<file path="src/sha1md_pkg.sv">
// sha1md_pkg: shared types, constants and rotate helpers of the sha-1 digest engine
// used by sha1md_sched, sha1md_round and sha1_message_digest_top; depends on nothing
package sha1md_pkg;

    typedef logic [31:0] t_word;
    typedef logic [4:0][31:0] t_chain;

    localparam int unsigned CHAIN_WORDS = 5;
    localparam int unsigned ROUNDS      = 80;

    // element 0 holds h0
    localparam t_chain SHA1_IV = {
        32'hC3D2E1F0, 32'h10325476, 32'h98BADCFE, 32'hEFCDAB89, 32'h67452301
    };

    localparam t_word K_R0 = 32'h5A827999;
    localparam t_word K_R1 = 32'h6ED9EBA1;
    localparam t_word K_R2 = 32'h8F1BBCDC;
    localparam t_word K_R3 = 32'hCA62C1D6;

    localparam logic [7:0] PAD_BYTE = 8'h80;

    // control from the sequencer to the window and the round unit
    typedef struct packed {
        logic       push;       // shift a message or padding word into the window
        t_word      push_data;
        logic       load;       // copy chain value into working variables
        logic       round_en;   // run one compression round
        logic       fold;       // add working variables into chain value
        logic       reinit;     // back to initial hash values
        logic [6:0] round;
    } t_ctrl;

    function automatic t_word rotl1(input t_word v);
        return {v[30:0], v[31]};
    endfunction

    function automatic t_word rotl5(input t_word v);
        return {v[26:0], v[31:27]};
    endfunction

    function automatic t_word rotl30(input t_word v);
        return {v[1:0], v[31:2]};
    endfunction

endpackage

</file>
<file path="src/sha1md_sched.sv">
// sha1md_sched: sixteen-word message window of the sha-1 engine as a shift line
// words enter at the top; during rounds the expanded word is shifted in; uses sha1md_pkg
module sha1md_sched (
    input  logic               i_clk,
    input  sha1md_pkg::t_ctrl  i_ctrl,
    output sha1md_pkg::t_word  o_w
);
    import sha1md_pkg::*;

    t_word r_win [16];
    t_word n_ins;

    // w[t+16] from taps t+13, t+8, t+2 and t
    always_comb begin
        if (i_ctrl.push) begin
            n_ins = i_ctrl.push_data;
        end else begin
            n_ins = rotl1(r_win[13] ^ r_win[8] ^ r_win[2] ^ r_win[0]);
        end
    end

    always_ff @(posedge i_clk) begin
        if (i_ctrl.push || i_ctrl.round_en) begin
            for (int i = 0; i < 15; i++) begin
                r_win[i] <= r_win[i + 1];
            end
            r_win[15] <= n_ins;
        end
    end

    assign o_w = r_win[0];

endmodule

</file>
<file path="src/sha1md_round.sv">
// sha1md_round: shared sha-1 round unit with working variables and chain value
// one round per cycle, then a fold cycle into the chain; uses sha1md_pkg
module sha1md_round (
    input  logic               i_clk,
    input  logic               i_rst_n,
    input  sha1md_pkg::t_ctrl  i_ctrl,
    input  sha1md_pkg::t_word  i_w,
    output sha1md_pkg::t_chain o_chain
);
    import sha1md_pkg::*;

    t_word  r_a, r_b, r_c, r_d, r_e;
    t_chain r_chain;
    t_word  n_f, n_k, n_t;

    always_comb begin
        if (i_ctrl.round < 7'd20) begin
            n_f = (r_b & r_c) | (~r_b & r_d);
            n_k = K_R0;
        end else if (i_ctrl.round < 7'd40) begin
            n_f = r_b ^ r_c ^ r_d;
            n_k = K_R1;
        end else if (i_ctrl.round < 7'd60) begin
            n_f = (r_b & r_c) | (r_b & r_d) | (r_c & r_d);
            n_k = K_R2;
        end else begin
            n_f = r_b ^ r_c ^ r_d;
            n_k = K_R3;
        end
        n_t = rotl5(r_a) + n_f + r_e + n_k + i_w;
    end

    always_ff @(posedge i_clk) begin
        if (i_ctrl.load) begin
            r_a <= r_chain[0];
            r_b <= r_chain[1];
            r_c <= r_chain[2];
            r_d <= r_chain[3];
            r_e <= r_chain[4];
        end else if (i_ctrl.round_en) begin
            r_e <= r_d;
            r_d <= r_c;
            r_c <= rotl30(r_b);
            r_b <= r_a;
            r_a <= n_t;
        end
    end

    always_ff @(posedge i_clk) begin
        if (!i_rst_n || i_ctrl.reinit) begin
            r_chain <= SHA1_IV;
        end else if (i_ctrl.fold) begin
            r_chain[0] <= r_chain[0] + r_a;
            r_chain[1] <= r_chain[1] + r_b;
            r_chain[2] <= r_chain[2] + r_c;
            r_chain[3] <= r_chain[3] + r_d;
            r_chain[4] <= r_chain[4] + r_e;
        end
    end

    assign o_chain = r_chain;

endmodule

</file>
<file path="src/sha1_message_digest_top.sv">
// sha1_message_digest_top: sha-1 streaming digest engine, sequencer and padding
//
// input channel i_valid/o_ready moves one 32-bit big-endian message word per
// transfer, with i_byte_count (valid leading bytes, used on the last word only,
// values above 4 count as 4) and i_msg_last marking the final word.
// output channel o_valid/i_ready moves the digest as five transfers, h0 first,
// o_digest_last high on h4.
// a word that neither closes a block nor is the last leaves o_ready high. the 16th word of a block
// starts the shared round unit, which runs the 80 rounds and then a fold into the chain.
// on the last word the sequencer pushes padding and length one word per cycle,
// pausing while a block compresses, and runs one or two more blocks; the
// digest words then follow one word per cycle while i_ready is high.
// o_ready is low while a block compresses and from the last word until the last
// digest transfer. while the receiver stalls, the current digest word is held.
// after reset, and after each digest, the chain value holds the initial hash
// values and the byte count is zero; the first word may arrive at once.
// depends on sha1md_pkg, sha1md_sched and sha1md_round
module sha1_message_digest_top (
    input  logic        i_clk,
    input  logic        i_rst_n,
    input  logic        i_valid,
    output logic        o_ready,
    input  logic [31:0] i_data_word,
    input  logic [2:0]  i_byte_count,
    input  logic        i_msg_last,
    output logic        o_valid,
    input  logic        i_ready,
    output logic [31:0] o_digest_word,
    output logic        o_digest_last
);
    import sha1md_pkg::*;

    typedef enum logic [3:0] {
        S_IDLE = 4'b0001,
        S_PAD  = 4'b0010,
        S_COMP = 4'b0100,
        S_OUT  = 4'b1000
    } t_state;

    typedef enum logic [2:0] {
        P_MARK   = 3'b001,
        P_FILL   = 3'b010,
        P_LEN_LO = 3'b100
    } t_pad;

    localparam logic [6:0] FOLD_ROUND = 7'(ROUNDS);
    localparam logic [2:0] LAST_IDX   = 3'(CHAIN_WORDS - 1);

    t_state      r_state, n_state;
    t_pad        r_pad_kind;
    logic [3:0]  r_pos;
    logic [6:0]  r_round;
    logic [60:0] r_total;
    logic        r_padding;
    logic        r_final;
    logic [2:0]  r_out_idx;
    t_word       r_mark;

    logic        in_xfer, out_xfer, wrap;
    logic [2:0]  cnt_sat;
    t_word       mark_word, pad_word, len_hi, len_lo, w_cur;
    t_chain      w_chain;
    t_ctrl       ctrl;

    assign in_xfer  = i_valid && o_ready;
    assign out_xfer = o_valid && i_ready;
    assign cnt_sat  = (i_byte_count > 3'd4) ? 3'd4 : i_byte_count;
    assign len_hi   = r_total[60:29];
    assign len_lo   = {r_total[28:0], 3'b000};

    // kept bytes of the last word followed by the 0x80 marker
    always_comb begin
        case (cnt_sat)
            3'd0:    mark_word = {PAD_BYTE, 24'h0};
            3'd1:    mark_word = {i_data_word[31:24], PAD_BYTE, 16'h0};
            3'd2:    mark_word = {i_data_word[31:16], PAD_BYTE, 8'h0};
            3'd3:    mark_word = {i_data_word[31:8], PAD_BYTE};
            default: mark_word = {PAD_BYTE, 24'h0};
        endcase
    end

    always_comb begin
        case (r_pad_kind)
            P_MARK:   pad_word = r_mark;
            P_FILL:   pad_word = (r_pos == 4'd14) ? len_hi : 32'h0;
            P_LEN_LO: pad_word = len_lo;
            default:  pad_word = 32'h0;
        endcase
    end

    always_comb begin
        ctrl.push      = (in_xfer && (!i_msg_last || cnt_sat == 3'd4)) || (r_state == S_PAD);
        ctrl.push_data = (r_state == S_PAD) ? pad_word : i_data_word;
        wrap           = ctrl.push && (r_pos == 4'd15);
        ctrl.load      = wrap;
        ctrl.round_en  = (r_state == S_COMP) && (r_round < FOLD_ROUND);
        ctrl.fold      = (r_state == S_COMP) && (r_round == FOLD_ROUND);
        ctrl.reinit    = out_xfer && (r_out_idx == LAST_IDX);
        ctrl.round     = r_round;
    end

    always_comb begin
        n_state = r_state;
        case (r_state)
            S_IDLE: begin
                if (in_xfer) begin
                    if (wrap) begin
                        n_state = S_COMP;
                    end else if (i_msg_last) begin
                        n_state = S_PAD;
                    end
                end
            end
            S_PAD: begin
                if (wrap) begin
                    n_state = S_COMP;
                end
            end
            S_COMP: begin
                if (ctrl.fold) begin
                    if (r_final) begin
                        n_state = S_OUT;
                    end else if (r_padding) begin
                        n_state = S_PAD;
                    end else begin
                        n_state = S_IDLE;
                    end
                end
            end
            S_OUT: begin
                if (ctrl.reinit) begin
                    n_state = S_IDLE;
                end
            end
            default: n_state = S_IDLE;
        endcase
    end

    always_ff @(posedge i_clk) begin
        if (!i_rst_n) begin
            r_state    <= S_IDLE;
            r_pad_kind <= P_MARK;
            r_pos      <= 4'd0;
            r_round    <= 7'd0;
            r_total    <= 61'd0;
            r_padding  <= 1'b0;
            r_final    <= 1'b0;
            r_out_idx  <= 3'd0;
        end else begin
            r_state <= n_state;
            if (ctrl.push) begin
                r_pos <= r_pos + 4'd1;
            end
            if (in_xfer) begin
                r_total <= r_total + (i_msg_last ? {58'd0, cnt_sat} : 61'd4);
                if (i_msg_last) begin
                    r_padding  <= 1'b1;
                    r_pad_kind <= P_MARK;
                    r_mark     <= mark_word;
                end
            end
            if (r_state == S_PAD) begin
                case (r_pad_kind)
                    P_MARK:   r_pad_kind <= P_FILL;
                    P_FILL: begin
                        if (r_pos == 4'd14) begin
                            r_pad_kind <= P_LEN_LO;
                        end
                    end
                    P_LEN_LO: r_final <= 1'b1;
                    default:  r_pad_kind <= P_MARK;
                endcase
            end
            if (ctrl.round_en) begin
                r_round <= r_round + 7'd1;
            end
            if (ctrl.fold) begin
                r_round <= 7'd0;
            end
            if (out_xfer) begin
                r_out_idx <= r_out_idx + 3'd1;
            end
            if (ctrl.reinit) begin
                r_out_idx <= 3'd0;
                r_total   <= 61'd0;
                r_padding <= 1'b0;
                r_final   <= 1'b0;
            end
        end
    end

    sha1md_sched u_sched (
        .i_clk  (i_clk),
        .i_ctrl (ctrl),
        .o_w    (w_cur)
    );

    sha1md_round u_round (
        .i_clk   (i_clk),
        .i_rst_n (i_rst_n),
        .i_ctrl  (ctrl),
        .i_w     (w_cur),
        .o_chain (w_chain)
    );

    assign o_ready       = (r_state == S_IDLE);
    assign o_valid       = (r_state == S_OUT);
    assign o_digest_word = w_chain[r_out_idx];
    assign o_digest_last = (r_out_idx == LAST_IDX);

    // digest only offered once the window is empty and the round unit is parked
    a_out_parked: assert property (@(posedge i_clk) disable iff (!i_rst_n)
        (r_state == S_OUT) |-> (r_pos == 4'd0 && r_round == 7'd0))
        else $error("digest offered with block in progress");

    // the final block must end on the low length word
    a_final_len: assert property (@(posedge i_clk) disable iff (!i_rst_n)
        (r_state == S_PAD && r_pad_kind == P_LEN_LO) |-> (r_pos == 4'd15))
        else $error("length word not at end of block");

    // after the fifth digest transfer the next message may start
    a_done_ready: assert property (@(posedge i_clk) disable iff (!i_rst_n)
        (out_xfer && o_digest_last) |=> (o_ready && r_total == 61'd0))
        else $error("not idle after digest");

    // round counter wraps after the fold cycle
    a_fold_wrap: assert property (@(posedge i_clk) disable iff (!i_rst_n)
        ctrl.fold |=> (r_round == 7'd0 && r_state != S_COMP))
        else $error("compression did not end after fold");

endmodule
</file>
<file path="config.mk">
export PLATFORM = sky130hd
export DESIGN_NAME = sha1_message_digest_top
export DESIGN_NICKNAME = d
export VERILOG_FILES = /design/src/sha1md_pkg.sv /design/src/sha1md_sched.sv /design/src/sha1md_round.sv /design/src/sha1_message_digest_top.sv
export SDC_FILE = /design/constraint.sdc
export NUM_CORES = 2
export LEC_CHECK = 0
export BUFFER_PORTS_ARGS = -buffer_cell sky130_fd_sc_hd__buf_2
export CAP_MARGIN = 20
export CORE_ASPECT_RATIO = 2
export CORE_MARGIN = 2
export CORE_UTILIZATION = 60
export CTS_CLUSTER_DIAMETER = 60
export DETAILED_ROUTE_END_ITERATION = 12
export PLACE_DENSITY = 0.76
export SETUP_SLACK_MARGIN = 0.02
export SYNTH_ARGS = -nofsm -noshare
export SYNTH_HDL_FRONTEND = slang
export SYNTH_SLANG_ARGS = --single-unit
</file>
<file path="constraint.sdc">
create_clock -name i_clk -period 22.8 [get_ports i_clk]
set_clock_uncertainty 0.05 [all_clocks]
set_input_delay 5.7 -clock i_clk [delete_from_list [all_inputs] [get_ports i_clk]]
set_output_delay 5.7 -clock i_clk [all_outputs]
set_load 0.02 [all_outputs]
</file>
Yosys cells after proc, flatten, opt, wreduce, memory -nomap -nowiden:

Memories as Yosys holds them, arrays and structs flattened.
Index checks and enable logic that the tools add are counted.

* mux-type cells: 41
* reductions and logical operators: 20
* order comparisons: 6
* add/sub/neg operators: 13
* bitwise gates (word level): 14
* equal/unequal tests: 20

Operators with widths (number)
* $mux 32: 19
* $add 32x32->32: 9
* $pmux 32 s3: 2
* $xor 32x32->32: 5
* $and 32x32->32: 4
* $bmux 32 s3: 1
* $or 32x32->32: 3
* $add 61x3->61: 1
* $not 32->32: 1
* $mux 31: 1
* $mux 4: 7
* $mux 3: 6
* $pmux 4 s4: 1
* $lt 7x6->1 const B: 2
* $eq 4x4->1 const B: 3
* $eq 3x2->1 const B: 3
* $eq 3x3->1 const B: 3
* $pmux 3 s3: 1
* $add 7x1->7 const B: 1
* $eq 7x7->1 const B: 1
* $logic_and 1x1->1: 7
* $lt 7x5->1 const B: 1
* $lt 7x7->1 const B: 1
* $eq 3x1->1 const B: 2
* 20 further kinds: 29

* memories: 1
* word-level logic and storage cells: 134
* register bits: 436
* memory bits (writable): 512

Memories
* u_sched.r_win: depth 16, width 32, read ports 16, clocked after memory_dff 0, wr ports 16, RTL line sha1md_sched.sv:10 `t_word r_win [16];`

Logic depth before layout (Yosys ltp):

* word-level depth: 12
* gate-level depth with buffers: 26

Cells and area by module:

Synthesis repeated with hierarchy kept, for this count alone.

* cell total of the unflattened synthesis: 4204
* area total of the unflattened synthesis: 48936.9 µm²

Modules (own cells, without submodules)
* sha1md_round: instances 1, area an instance 25066.5 µm², cells an instance 2640
* sha1md_sched: instances 1, area an instance 16844.9 µm², cells an instance 712
* sha1_message_digest_top: instances 1, area an instance 7025.5 µm², cells an instance 852

Least setup slack after synthesis:

OpenSTA, ideal clock, no wires.

* path type: input port to flip-flop
* start: input i_valid
* end: memory u_sched.r_win[0][0] in the netlist's numbering, enable pin
* stages: 6
* arrival time: 15.240 ns
* required time: 19.092 ns
* path slack: 3.852 ns
* setup time: 3.658 ns
* cell sequence: and2_1 > clkbuf_1 > a21oi_1 > clkbuf_1 > clkbuf_1 > nand2_1

RTL lines
* from (decl): RTL line sha1_message_digest_top.sv:21 `input logic i_valid,`
* to (decl): RTL line sha1md_sched.sv:10

==> insert_results.sql <==
INSERT INTO impl_metrics (metric_group, metric, value, unit) VALUES
('synth', 'post_synth_inst_count', '4358', ''),
('synth', 'synth.cell_area', '48360', 'sq um'),
('sta', 'grt_setup_unrepaired', 'no', ''),
('worst_setup_path', 'critical_path.top_delay_family', 'buffers and inverters', ''),
('route', 'initialDrtViolationCount', '3003', ''),
('power_and_ir_drop', 'total_leakage_power', '20.22', 'nW'),
('clock_network', 'numClockSinks', '941', ''),
('synth', 'ys_warn_count', '0', ''),
('synth', 'post_synth_main_area_contributors', 'sky130_fd_sc_hd__edfxtp_1 (43%), sky130_fd_sc_hd__dfxtp_1 (10%), sky130_fd_sc_hd__ha_1 (5.9%)', ''),
('die', 'design.die.area', '83030', 'sq um'),
('power_and_ir_drop', 'combPwrFrac', '10.5', '%'),
('worst_setup_path', 'crit_arrival', '10790', 'ps'),
('clock_network', 'insertion_delay', '690', 'ps'),
('global_route', 'grt_use_total', '30.49', '%'),
('place', 'dp_hpwl', '87630', 'um'),
('worst_setup_path', 'crit_path_cell_trace', 'buf_2, and2_1, a21oi_4, nand2_4, buf_4, buf_4, buf_4, buf_4, buf_16', ''),
('place', 'dpl-instance-area', '49800', 'sq um'),
('synth', 'synth_edf_count', '697', ''),
('sta', 'final-setup-viol-count', '0', ''),
('die', 'die_height', '405.5', 'um'),
('global_route', 'grt_pass1_vias', '33800', ''),
('route', 'viasPerCell', '6.158', ''),
('power_and_ir_drop', 'power.density', '77.41', 'nW/um^2'),
('min_path', 'holdCritPathClass', 'register to register', ''),
('sta', 'final.setup.tns', '0', 'ps'),
('power_and_ir_drop', 'total_power', '4.073', 'mW'),
('worst_setup_path', 'cp_slowest_stage_delay', '920', 'ps'),
('route', 'number_of_vias_after_detailed_routing', '33940', ''),
('clock_network', 'cts_inserted_buffers', '83', ''),
('route', 'dr.pass1.iters', '8', ''),
('route', 'wire_per_inst', '22.81', 'um'),
('clock_network', 'clock_tree.buffer_depth', '3', ''),
('worst_setup_path', 'crit_path_max_fanout', '88', ''),
('global_route', 'grt_first_pass_wirelength', '190900', 'um'),
('worst_setup_path', 'reg2reg_setup_slack', '14360', 'ps'),
('synth', 'synthesis.area_per_instance', '11.10', 'sq um'),
('layout', 'design.final.nets', '4795', ''),
('power_and_ir_drop', 'switching_share', '25.12', '%'),
('sta', 'slew_headroom', '22.16', '%'),
('sta', 'drv_slew', '0', ''),
('outcome', 'result_of_the_run', 'finished, final reports clean', ''),
('global_route', 'initial_antenna_violation_count', '2', ''),
('global_route', 'grt_remaining_overflow', '0', ''),
('layout', 'commonest_non_fill_non_tap_cell_in_the_layout', 'sky130_fd_sc_hd__edfxtp_1', ''),
('route', 'drt.antenna.violating_nets', '0', ''),
('worst_setup_path', 'crit_top_cell', 'sky130_fd_sc_hd__buf_4', ''),
('synth', 'yosys_most_used_dff', 'sky130_fd_sc_hd__edfxtp_1', ''),
('synth', 'ys_seq_elements', '941', ''),
('synth', 'netlist.area_leader.share', '43.28', '%'),
('layout', 'layout.cells.most_common_list', 'sky130_fd_sc_hd__edfxtp_1 (697), sky130_fd_sc_hd__nand2_1 (674), sky130_fd_sc_hd__a21oi_1 (313)', ''),
('power_and_ir_drop', 'net-switching-power', '1.023', 'mW'),
('layout', 'finalInstanceArea', '52610', 'sq um'),
('worst_setup_path', 'crit_path_start_kind', 'input port', ''),
('clock_network', 'root_buffer', 'sky130_fd_sc_hd__clkbuf_16', ''),
('worst_setup_path', 'endpoint_kind', 'register', ''),
('layout', 'layout-drive-gt1-share', '7.160', '%'),
('clock_network', 'h-tree-depth', '3', ''),
('min_path', 'hold_path_startpoint', 'u_sched.r_win[0][41]', ''),
('global_route', 'pin_count_of_the_biggest_net_entering_global_routing', '100', ''),
('die', 'core.rowCount', '147', ''),
('die', 'core-area', '80010', 'sq um'),
('min_path', 'holdPathStages', '0', ''),
('worst_setup_path', 'timing.critical_path.slowest_stage_cell', 'sky130_fd_sc_hd__buf_4', ''),
('place', 'place.gp.congestion', '0.9962', ''),
('layout', 'area_growth_syn_to_layout', '8.789', '%'),
('synth', 'yosys.cell_types.count', '100', ''),
('worst_setup_path', 'worst-endpoint-required', '23070', 'ps'),
('synth', 'synth_largest_area_cell', 'sky130_fd_sc_hd__edfxtp_1', ''),
('sta', 'finalCriticalPeriod', '10530', 'ps'),
('job', 'cap_viol_max_count', '0', ''),
('worst_setup_path', 'reg2reg_depth', '25', '');
[cell type report]
| type | instances | area [sq um] |
|---|---|---|
| Tap cell | 1043 | 1305 |
| Timing Repair Buffer | 116 | 725.7 |
| Inverter | 227 | 852.1 |
| Multi-Input combinational cell | 3032 | 21150 |
| Sequential cell | 941 | 25820 |
| Clock inverter | 49 | 526.8 |
| Clock buffer | 104 | 2228 |
| Fill cell | 6073 | 27400 |
[cell usage after synthesis, types with 8 or more instances]
cell,number
sky130_fd_sc_hd__nand4_1,24
sky130_fd_sc_hd__o21a_1,28
sky130_fd_sc_hd__o21bai_1,13
sky130_fd_sc_hd__a21boi_0,10
sky130_fd_sc_hd__xor2_1,109
sky130_fd_sc_hd__o21ai_0,144
sky130_fd_sc_hd__a21o_1,82
sky130_fd_sc_hd__or3_1,28
sky130_fd_sc_hd__and4_1,9
sky130_fd_sc_hd__and3_1,37
sky130_fd_sc_hd__a22oi_1,10
sky130_fd_sc_hd__clkbuf_1,127
sky130_fd_sc_hd__dfxtp_1,244
sky130_fd_sc_hd__o211ai_1,48
sky130_fd_sc_hd__inv_1,225
sky130_fd_sc_hd__o21ai_1,16
sky130_fd_sc_hd__o31ai_1,17
sky130_fd_sc_hd__nor3_1,31
sky130_fd_sc_hd__buf_2,16
sky130_fd_sc_hd__a222oi_1,25
sky130_fd_sc_hd__nand2b_1,33
sky130_fd_sc_hd__and2_1,31
sky130_fd_sc_hd__nor3b_1,10
sky130_fd_sc_hd__a31oi_1,22
sky130_fd_sc_hd__fa_1,125
sky130_fd_sc_hd__edfxtp_1,697
sky130_fd_sc_hd__buf_1,15
sky130_fd_sc_hd__a211oi_1,63
sky130_fd_sc_hd__nand2_1,676
sky130_fd_sc_hd__nand3_1,71
sky130_fd_sc_hd__nor2_1,302
sky130_fd_sc_hd__o32ai_1,21
sky130_fd_sc_hd__xnor2_1,190
sky130_fd_sc_hd__mux2i_1,75
sky130_fd_sc_hd__o22ai_1,35
sky130_fd_sc_hd__a211o_1,8
sky130_fd_sc_hd__ha_1,229
sky130_fd_sc_hd__nor2b_1,60
sky130_fd_sc_hd__a21oi_1,314
[worst max path at each step]
stage	startpoint	to	slack, ps	cells after the start
6_report	i_valid	u_sched.r_win[1][204]	12270	9
5_1_grt	i_valid	u_sched.r_win[0][234]	11890	9
4_1_cts	i_valid	u_sched.r_win[0][170]	11990	8
3_5_place_dp	i_valid	u_sched.r_win[1][107]	11210	8
3_3_place_gp	i_valid	u_sched.r_win[0][170]	11470	8
2_1_floorplan	i_valid	u_sched.r_win[0][0]	3850	6
[state kept, by name, indices dropped and copies added, names as in the netlist]
| register | cells |
|---|---|
| u_sched.r_win | 512 |
| u_round.o_chain | 160 |
| r_total | 61 |
| u_round.r_a | 32 |
| u_round.r_b | 32 |
| u_round.r_c | 32 |
| u_round.r_d | 32 |
| u_round.r_e | 32 |
| r_mark | 25 |
| r_round | 7 |
| r_pos | 4 |
| r_state | 4 |
| r_out_idx | 3 |
| r_pad_kind | 3 |
| r_final | 1 |
| r_padding | 1 |
[layer usage]
layer,up-vias,track usage (%),share of wire (%)
met5,-,0,0
met4,0,20.53,7.4
met3,401,3.909,5.8
met2,1277,52.40,50
met1,16610,35.42,36
li1,15650,-,-
[cell families (layout without fill, tap and decap cells)]
family,Yosys count,in the layout,synth area share [%]
xor+xnor,299,299,5.415
compound gates,935,935,12.55
flops,941,941,53.38
simple gates,1367,1367,12.90
buf+inv,385,496,3.030
fa+ha+maj,354,354,11.10
mux,77,77,1.622
[through the flow]
step	hold slack [ps]	cells	setup WS, ps
after floorplan	350.3	4358	3852
after global placement	350.1	5356	11470
after detailed placement	354.5	5357	11210
after CTS	349.1	5510	11990
after global routing	352.4	5512	11890
final	338.2	5512	12270
[power by group through the flow]
stage                     registers, mW  clock network [mW]  logic, mW
after floorplan                    2.31                   0      0.299
after global placement             2.22                   0      0.405
after detailed placement           2.23                   0      0.418
after CTS                          2.20                1.47      0.424
after global routing               2.21                1.53      0.468
final                              2.20                1.45      0.429
(Power assumes the default switching activity.)
